$ cat src/rtl/core/nlt_pkg.sv
// Shared types and constants for the neighbor liveness table.
`timescale 1ns / 1ps

package nlt_pkg;

    localparam int NLT_ENTRIES = 16;

    localparam logic [1:0] OP_OBSERVE = 2'd0;
    localparam logic [1:0] OP_TICK    = 2'd1;
    localparam logic [1:0] OP_LOOKUP  = 2'd2;

    localparam logic [1:0] ST_OK       = 2'd0;
    localparam logic [1:0] ST_DEGRADED = 2'd1;
    localparam logic [1:0] ST_DEAD     = 2'd2;

    localparam logic [1:0] CFG_PERIOD_MS       = 2'd0;
    localparam logic [1:0] CFG_DEGRADED_MISSES = 2'd1;
    localparam logic [1:0] CFG_DEAD_MISSES     = 2'd2;

    localparam logic [15:0] PERIOD_MS_RST       = 16'd1000;
    localparam logic [7:0]  DEGRADED_MISSES_RST = 8'd3;
    localparam logic [7:0]  DEAD_MISSES_RST     = 8'd10;

    typedef struct packed {
        logic [1:0]  op;
        logic [63:0] key;
        logic [31:0] now_ms;
    } t_nlt_item;

    typedef struct packed {
        logic        is_new;
        logic        found;
        logic [1:0]  entry_state;
        logic [31:0] last_seen;
        logic [4:0]  transitions;
        logic [4:0]  alive_count;
        logic        table_full;
    } t_nlt_result;

    typedef struct packed {
        logic [63:0] key;
        logic [31:0] last_seen;
        logic [1:0]  state;
    } t_nlt_slot;

    typedef enum logic [1:0] {
        S_IDLE,
        S_WALK,
        S_DRAIN,
        S_COMMIT
    } t_nlt_state;

    typedef struct packed {
        logic load;
        logic walk;
        logic commit;
    } t_nlt_cmd;

    typedef struct packed {
        logic rd_last;
    } t_nlt_status;

endpackage

$ cat src/rtl/core/nlt_ctrl.sv
// Sequencer for the table walk: accept, walk, drain, commit.
`timescale 1ns / 1ps

module nlt_ctrl
    import nlt_pkg::*;
(
    input  logic        i_clk,
    input  logic        i_rst_n,
    input  logic        start,
    input  t_nlt_status i_status,
    output logic        busy,
    output t_nlt_cmd    o_cmd
);

    t_nlt_state r_state;
    t_nlt_state n_state;

    always_ff @(posedge i_clk) begin
        if (!i_rst_n) begin
            r_state <= S_IDLE;
        end else begin
            r_state <= n_state;
        end
    end

    always_comb begin
        n_state = r_state;
        unique case (r_state)
            S_IDLE: begin
                if (start) n_state = S_WALK;
            end
            S_WALK: begin
                if (i_status.rd_last) n_state = S_DRAIN;
            end
            S_DRAIN:  n_state = S_COMMIT;
            S_COMMIT: n_state = S_IDLE;
            default:  n_state = S_IDLE;
        endcase
    end

    always_comb begin
        busy     = (r_state != S_IDLE);
        o_cmd.load   = start && (r_state == S_IDLE);
        o_cmd.walk   = (r_state == S_WALK);
        o_cmd.commit = (r_state == S_COMMIT);
    end

    a_walk_ends: assert property (@(posedge i_clk) disable iff (!i_rst_n)
        (r_state == S_WALK && i_status.rd_last) |=> (r_state == S_DRAIN))
        else $error("walk did not end after last slot");

    a_load_starts_walk: assert property (@(posedge i_clk) disable iff (!i_rst_n)
        o_cmd.load |=> (r_state == S_WALK && !$past(busy)))
        else $error("accepted transfer did not start a walk");

endmodule

$ cat src/rtl/core/nlt_dp.sv
// Datapath: config registers, slot memory, walk pipeline and result register.
`timescale 1ns / 1ps

module nlt_dp
    import nlt_pkg::*;
#(
    parameter int ENTRIES = NLT_ENTRIES
) (
    input  logic        i_clk,
    input  logic        i_rst_n,
    input  t_nlt_item   i_item,
    input  t_nlt_cmd    i_cmd,
    input  logic        i_cfg_valid,
    input  logic [1:0]  i_cfg_index,
    input  logic [15:0] i_cfg_data,
    output t_nlt_status o_status,
    output t_nlt_result o_result,
    output logic        o_done
);

    localparam int IW = (ENTRIES > 1) ? $clog2(ENTRIES) : 1;
    localparam int CW = $clog2(ENTRIES + 1);

    function automatic logic [4:0] sat5(input logic [CW-1:0] v);
        logic [CW+4:0] w;
        w = (CW + 5)'(v);
        return (w > (CW + 5)'(31)) ? 5'd31 : w[4:0];
    endfunction

    logic [15:0]   r_period;
    logic [7:0]    r_deg_misses;
    logic [7:0]    r_dead_misses;
    logic [23:0]   r_deg_thr;
    logic [23:0]   r_dead_thr;

    logic [1:0]    r_op;
    logic [63:0]   r_key;
    logic [31:0]   r_now;

    logic [IW-1:0] r_rd_idx;
    logic          r_pv;
    logic [IW-1:0] r_pidx;
    t_nlt_slot     r_rdata;
    t_nlt_slot     mem [ENTRIES];
    logic [ENTRIES-1:0] r_valid;

    logic          r_hit;
    logic [IW-1:0] r_hit_idx;
    logic [1:0]    r_hit_state;
    logic [31:0]   r_hit_seen;
    logic          r_free_ok;
    logic [IW-1:0] r_free_idx;
    logic [CW-1:0] r_chg;
    logic [CW-1:0] r_cnt;
    logic [CW-1:0] r_alive;
    logic [CW-1:0] n_alive;

    t_nlt_result   r_result;
    t_nlt_result   n_result;
    logic          r_done;

    logic          v_proc;
    logic [31:0]   age;
    logic [1:0]    ns;
    logic          w_we;
    logic [IW-1:0] w_addr;
    t_nlt_slot     w_data;

    // config and thresholds
    always_ff @(posedge i_clk) begin
        if (!i_rst_n) begin
            r_period      <= PERIOD_MS_RST;
            r_deg_misses  <= DEGRADED_MISSES_RST;
            r_dead_misses <= DEAD_MISSES_RST;
        end else if (i_cfg_valid) begin
            unique case (i_cfg_index)
                CFG_PERIOD_MS:       r_period      <= i_cfg_data;
                CFG_DEGRADED_MISSES: r_deg_misses  <= i_cfg_data[7:0];
                CFG_DEAD_MISSES:     r_dead_misses <= i_cfg_data[7:0];
                default: ;
            endcase
        end
    end

    always_ff @(posedge i_clk) begin
        r_deg_thr  <= r_period * r_deg_misses;
        r_dead_thr <= r_period * r_dead_misses;
    end

    // aging and write port
    always_comb begin
        v_proc = r_valid[r_pidx];
        age    = r_now - r_rdata.last_seen;
        if (age >= {8'd0, r_dead_thr}) begin
            ns = ST_DEAD;
        end else if (age >= {8'd0, r_deg_thr}) begin
            ns = ST_DEGRADED;
        end else begin
            ns = ST_OK;
        end

        w_we   = 1'b0;
        w_addr = r_pidx;
        w_data = r_rdata;
        w_data.state = ns;
        if (r_pv && r_op == OP_TICK && v_proc) begin
            w_we = 1'b1;
        end else if (i_cmd.commit && r_op == OP_OBSERVE && (r_hit || r_free_ok)) begin
            w_we   = 1'b1;
            w_addr = r_hit ? r_hit_idx : r_free_idx;
            w_data = '{key: r_key, last_seen: r_now, state: ST_OK};
        end
    end

    always_ff @(posedge i_clk) begin
        if (w_we) begin
            mem[w_addr] <= w_data;
        end
        if (i_cmd.walk) begin
            r_rdata <= mem[r_rd_idx];
        end
    end

    assign o_status.rd_last = (r_rd_idx == IW'(ENTRIES - 1));

    // walk pipeline
    always_ff @(posedge i_clk) begin
        if (!i_rst_n) begin
            r_pv     <= 1'b0;
            r_rd_idx <= '0;
        end else begin
            r_pv <= i_cmd.walk;
            if (i_cmd.load) begin
                r_rd_idx <= '0;
            end else if (i_cmd.walk) begin
                r_rd_idx <= r_rd_idx + IW'(1);
            end
        end
    end

    always_ff @(posedge i_clk) begin
        r_pidx <= r_rd_idx;
        if (i_cmd.load) begin
            r_op      <= i_item.op;
            r_key     <= i_item.key;
            r_now     <= i_item.now_ms;
            r_hit     <= 1'b0;
            r_free_ok <= 1'b0;
            r_chg     <= '0;
            r_cnt     <= '0;
        end else if (r_pv) begin
            if (v_proc && r_rdata.key == r_key && !r_hit) begin
                r_hit       <= 1'b1;
                r_hit_idx   <= r_pidx;
                r_hit_state <= r_rdata.state;
                r_hit_seen  <= r_rdata.last_seen;
            end
            if (!v_proc && !r_free_ok) begin
                r_free_ok  <= 1'b1;
                r_free_idx <= r_pidx;
            end
            if (v_proc && ns != r_rdata.state) begin
                r_chg <= r_chg + CW'(1);
            end
            if (v_proc && ns != ST_DEAD) begin
                r_cnt <= r_cnt + CW'(1);
            end
        end
    end

    // commit
    always_comb begin
        n_alive  = r_alive;
        n_result = '0;
        unique case (r_op)
            OP_OBSERVE: begin
                if (r_hit) begin
                    n_result.found     = 1'b1;
                    n_result.last_seen = r_now;
                    if (r_hit_state == ST_DEAD) n_alive = r_alive + CW'(1);
                end else if (r_free_ok) begin
                    n_result.is_new    = 1'b1;
                    n_result.last_seen = r_now;
                    n_alive            = r_alive + CW'(1);
                end else begin
                    n_result.table_full = 1'b1;
                end
            end
            OP_TICK: begin
                n_result.transitions = sat5(r_chg);
                n_alive              = r_cnt;
            end
            OP_LOOKUP: begin
                if (r_hit) begin
                    n_result.found       = 1'b1;
                    n_result.entry_state = r_hit_state;
                    n_result.last_seen   = r_hit_seen;
                end
            end
            default: ;
        endcase
        n_result.alive_count = sat5(n_alive);
    end

    always_ff @(posedge i_clk) begin
        if (!i_rst_n) begin
            r_valid <= '0;
            r_alive <= '0;
            r_done  <= 1'b0;
        end else begin
            r_done <= i_cmd.commit;
            if (i_cmd.commit) begin
                r_alive <= n_alive;
                if (r_op == OP_OBSERVE && !r_hit && r_free_ok) begin
                    r_valid[r_free_idx] <= 1'b1;
                end
            end
        end
    end

    always_ff @(posedge i_clk) begin
        if (i_cmd.commit) begin
            r_result <= n_result;
        end
    end

    assign o_result = r_result;
    assign o_done   = r_done;

    a_done_after_commit: assert property (@(posedge i_clk) disable iff (!i_rst_n)
        r_done |-> $past(i_cmd.commit))
        else $error("result strobe without commit");

    a_alive_bounded: assert property (@(posedge i_clk) disable iff (!i_rst_n)
        r_alive <= CW'(ENTRIES))
        else $error("live count exceeds table size");

    a_no_commit_during_walk: assert property (@(posedge i_clk) disable iff (!i_rst_n)
        !(i_cmd.commit && (r_pv || i_cmd.walk)))
        else $error("commit overlaps the walk pipeline");

endmodule

$ cat src/rtl/core/neighbor_liveness_table.sv
// Neighbor liveness table top level: sequencer plus slot datapath.
// The result strobe is registered from the commit state, which follows the walk and drain states.
// A new item is taken only while idle, and every item walks all slots once,
// one slot per cycle through the single read port of the slot memory.
// Reset: synchronous, clears valid bits, live count and config to defaults.
// Results are strobed for one cycle; the receiver cannot stall.
`timescale 1ns / 1ps

module neighbor_liveness_table
    import nlt_pkg::*;
#(
    parameter int ENTRIES = NLT_ENTRIES
) (
    input  logic        i_clk,
    input  logic        i_rst_n,
    input  logic        start,
    output logic        busy,
    input  t_nlt_item   i_item,
    output logic        o_done,
    output t_nlt_result o_result,
    input  logic        i_cfg_valid,
    output logic        o_cfg_ready,
    input  logic [1:0]  i_cfg_index,
    input  logic [15:0] i_cfg_data
);

    t_nlt_cmd    cmd;
    t_nlt_status status;

    assign o_cfg_ready = 1'b1;

    nlt_ctrl u_ctrl (
        .i_clk    (i_clk),
        .i_rst_n  (i_rst_n),
        .start    (start),
        .i_status (status),
        .busy     (busy),
        .o_cmd    (cmd)
    );

    nlt_dp #(
        .ENTRIES (ENTRIES)
    ) u_dp (
        .i_clk       (i_clk),
        .i_rst_n     (i_rst_n),
        .i_item      (i_item),
        .i_cmd       (cmd),
        .i_cfg_valid (i_cfg_valid),
        .i_cfg_index (i_cfg_index),
        .i_cfg_data  (i_cfg_data),
        .o_status    (status),
        .o_result    (o_result),
        .o_done      (o_done)
    );

endmodule
$ cat config.mk
export PLATFORM = sky130hd
export DESIGN_NAME = neighbor_liveness_table
export DESIGN_NICKNAME = d
export VERILOG_FILES = /design/src/rtl/core/nlt_pkg.sv /design/src/rtl/core/nlt_ctrl.sv /design/src/rtl/core/nlt_dp.sv /design/src/rtl/core/neighbor_liveness_table.sv
export SDC_FILE = /design/constraint.sdc
export NUM_CORES = 2
export LEC_CHECK = 0
export ABC_CLOCK_PERIOD_IN_PS = 11300
export BUFFER_PORTS_ARGS = -buffer_cell sky130_fd_sc_hd__buf_2
export CAP_MARGIN = 20
export CORE_MARGIN = 4
export CORE_UTILIZATION = 59
export CTS_CLUSTER_DIAMETER = 80
export DETAILED_ROUTE_END_ITERATION = 10
export PLACE_DENSITY = 0.76
export SLEW_MARGIN = 20
export SYNTH_ARGS = -nofsm -noshare
export SYNTH_HDL_FRONTEND = slang
export SYNTH_HIERARCHICAL = 1
export SYNTH_SLANG_ARGS = --single-unit
export TNS_END_PERCENT = 5
$ cat constraint.sdc
create_clock -name i_clk -period 11.3 [get_ports i_clk]
set_clock_uncertainty 0.05 [all_clocks]
set_input_delay 1.695 -clock i_clk [delete_from_list [all_inputs] [get_ports i_clk]]
set_output_delay 1.695 -clock i_clk [all_outputs]
set_load 0.005 [all_outputs]
==> flow_summary.toml <==
[floorplan]
io_pins = 170
die_h_um = 387
start_util_pct = 59.6
dieArea_um2 = 150000
die_width_um = 387
core_um2 = 142000
row_count = 138

[place]
hpwl_um = 113000
gp_congestion = 0.893
port-buffer-count = 168
placed_cells = 6486

[critical_path]
cp_slowest_cell = "edfxtp_1"
critical_path.max_stage_delay_ps = 420
path_cells = "ha_1 > o21ai_1 > or2_0 > a31oi_1 > o211ai_1 > o21a_2 > o21ai_0 > xor2_1 > ha_1 > a21o_1 > a21o_1 > a211oi_1 > o21a_1 > o221a_2 > nand4_1 > or3_1 > a2111o_1 > a311o_1 > nor2_2 > nand4_1 > mux2_1"
crit_required_ps = 11940
cp.arrival_ps = 6430
path_max_fanout = 7
worstSetupPathType = "reg -> reg"
end_kind = "flop"
cp-start-kind = "flop"

[timing]
holdWs_ps = 421
final.period_utilization_pct = 51.2
finalMaxSlewViolations = 0
finalCriticalPeriod_ps = 5790
rsz0062_at_grt = "no"
fmax_mhz = 173
fin_tns_setup_ps = 0
tightest_slew_ps = 1190
hold_violations = 0
slew_headroom_pct = 20.4
setup_viol = 0

[synthesis]
synth_seq_cells = 1978
async_flop_share_pct = 0
yosysWarnings = 6
synth_cell_type_count = 85
syn_area_um2 = 84800
synth_edf_count = 1853
yosysTopAreaCell = "edfxtp_1"
synth.area.top_cells = "edfxtp_1 66%, mux4_2 13%, fa_1 4.0%"
synthCells = 4550
syn-mean-instance-area_um2 = 18.6
synth_nets = 5015
ys_seq_area_share_pct = 68.6
synthFlopType = "edfxtp_1"
yosysTopAreaCellShare_pct = 65.7

[drt]
viasPerCell = 6.38
drt_iter0_markers = 4993
wl_per_cell_um = 29.2
ant_nets = 0
via_count = 43600
route.detailed.drc = 0
wirelength_um = 199000
drtPass1Iterations = 6

[final_layout]
layout-drive-gt1-share_pct = 23.1
finalNetCount = 5255
syn_to_final_growth_pct = 10.9
stdcell_count = 6841

[global_route]
grt_util_all_layers_pct = 27.0
grt_max_degree = 147
overflow = 0
grt_pass1_vias = 45100
grt_pass1_wl_um = 299000
grt_antenna_before_repair = 7

[power_and_ir_drop]
pwr-share-comb_pct = 19.0
leakage_uw = 0.0313
p_int_uw = 13700
power.switching_uw = 5060
p_per_area_nw_per_um2 = 199
seq_power_share_pct = 48.3
clkPwrFrac_pct = 32.8
switching_share_pct = 27.0
peakVddDrop_uv = 165

[run_status]
status = "finished, final reports clean"

[cts]
ctsRootBufferMaster = "clkbuf_16"
htree_levels = 4
cts_hold_buf = 0
cts_buffers = 190
clockBufferDepth = 3
clk_pin_slew_ps = 60
clk-insertion-delay-late_ps = 810
post_cts_buffers = 0
cts_tree = "built"
post_cts_resized = 0
cts.sinks = 1978

[worst_hold_path]
hold_class = "reg -> reg"

[run]
maxCapViolCount = 0
sequential cells by signal (all words and copies together), names as in the netlist, 8 cells and up:
signal / count
u_dp/mem: 1568
u_dp/r_rdata: 98
u_dp/r_key: 64
u_dp/o_result: 47
u_dp/r_hit_seen: 32
u_dp/r_now: 32
u_dp/r_dead_thr: 24
u_dp/r_deg_thr: 24
u_dp/r_period: 16
u_dp/r_valid: 16
u_dp/r_dead_misses: 8
u_dp/r_deg_misses: 8
layout by cell type, fill, tap and decap left out, types with 71 or more instances in the layout:
cell type  count
clkbuf_16    193
fa_1         169
nand2_1      263
inv_1        280
mux2_2        85
edfxtp_1    1853
and2_1       130
ha_1         174
a21oi_1       75
dfxtp_1      121
mux4_2       495
buf_2        168
buf_4         71
through the flow:
stage | area [um^2] | util (%) | setup WS, ps | power, uW
after global placement | 88000 | 61.9 | 5670 | 12600
after global routing | 94000 | 66.2 | 5130 | 19500
after CTS | 94000 | 66.1 | 5550 | 18800
final | 94000 | 66.2 | 5510 | 18700
after detailed placement | 88000 | 61.9 | 5600 | 12700
after floorplan | 84800 | - | 4140 | 11600
area by class of cell:
cell class                      count  area, um^2
Clock inverter                    108         951
Clock buffer                      243        5030
Sequential cell                  1978       58200
Antenna cell                        2        5.00
Multi-Input combinational cell   2094       25000
Fill cell                        9061       48100
Timing Repair Buffer              246        1500
Inverter                          280        1050
Tap cell                         1890        2360
per-layer routing:
| layer | global-route usage (%) | part of all wire, % | up-vias | routed length (um) |
|---|---|---|---|---|
| met5 | 0 | 0 | - | 0 |
| met4 | 8.54 | 3.2 | 0 | 6340 |
| met3 | 4.66 | 8.5 | 357 | 17000 |
| met2 | 44.9 | 51 | 2272 | 101000 |
| met1 | 37.1 | 38 | 22700 | 75300 |
| li1 | - | - | 18300 | - |
critical path: cells and delay by family (launching register included):
| kind | cells | cell delay (ps) |
|---|---|---|
| AOI/OAI and AO/OA | 12 | 2940 |
| DFF | 1 | 420 |
| xor gates and xnor gates | 1 | 240 |
| and+or+nand+nor | 5 | 1040 |
| adders and majority gates | 2 | 670 |
| muxes | 1 | 330 |
worst paths after layout:
check	startpoint	end	slack [ps]	depth (start not counted)
setup / recovery	u_dp/r_now[6]	u_dp/r_chg[4]	5510	21
hold / removal	u_dp/r_rdata[9]	u_dp/r_hit_seen[7]	420	0
setup reg to reg	u_dp/r_now[6]	u_dp/r_chg[4]	5510	21
hold reg to reg	u_dp/r_rdata[9]	u_dp/r_hit_seen[7]	420	0
cell usage after synthesis, types with 6 or more instances:
| library cell | n |
|---|---|
| nor2b_1 | 46 |
| a221oi_1 | 8 |
| mux2_2 | 85 |
| nand2_1 | 264 |
| edfxtp_1 | 1853 |
| o211ai_1 | 6 |
| a211oi_1 | 11 |
| a22o_1 | 33 |
| o31ai_1 | 7 |
| nand3_1 | 30 |
| nand4_1 | 18 |
| inv_1 | 280 |
| nand2b_1 | 14 |
| a31oi_1 | 10 |
| or3_1 | 10 |
| a21oi_1 | 75 |
| or2_2 | 7 |
| mux2i_1 | 30 |
| dfxtp_1 | 125 |
| o21bai_1 | 11 |
| ha_1 | 176 |
| nor4_1 | 14 |
| o21a_1 | 14 |
| a21boi_0 | 17 |
| fa_1 | 169 |
| clkbuf_1 | 163 |
| and3_1 | 17 |
| o21ai_0 | 56 |
| xor2_1 | 62 |
| and2_1 | 131 |
| xnor2_1 | 52 |
| buf_1 | 30 |
| o22ai_1 | 7 |
| a21o_1 | 40 |
| nor3_1 | 27 |
| nor2_1 | 76 |
| mux4_2 | 495 |
logic make-up (layout without fill, tap and decap cells):
| logic type | Yosys count | in the layout | share of synthesized area (%) |
|---|---|---|---|
| DFF | 1978 | 1978 | 68.6 |
| and+or+nand+nor | 677 | 677 | 3.99 |
| muxes | 611 | 611 | 14.7 |
| buffers and inverters | 478 | 877 | 2.13 |
| AOI/OAI and AO/OA | 346 | 346 | 2.84 |
| adders and majority gates | 345 | 345 | 6.59 |
| xor gates and xnor gates | 114 | 114 | 1.18 |
| other | 1 | 3 | 0.00442 |
power by group through the flow:
stage	combinational (uW)	sequential (uW)	clock, uW
floorplan	2560	9030	0
global placement	3450	9180	0
detailed placement	3520	9180	0
CTS	3560	9030	6220
global route	3890	9050	6550
finish	3550	9030	6130
Note: power is estimated with default switching activity, not from simulation.
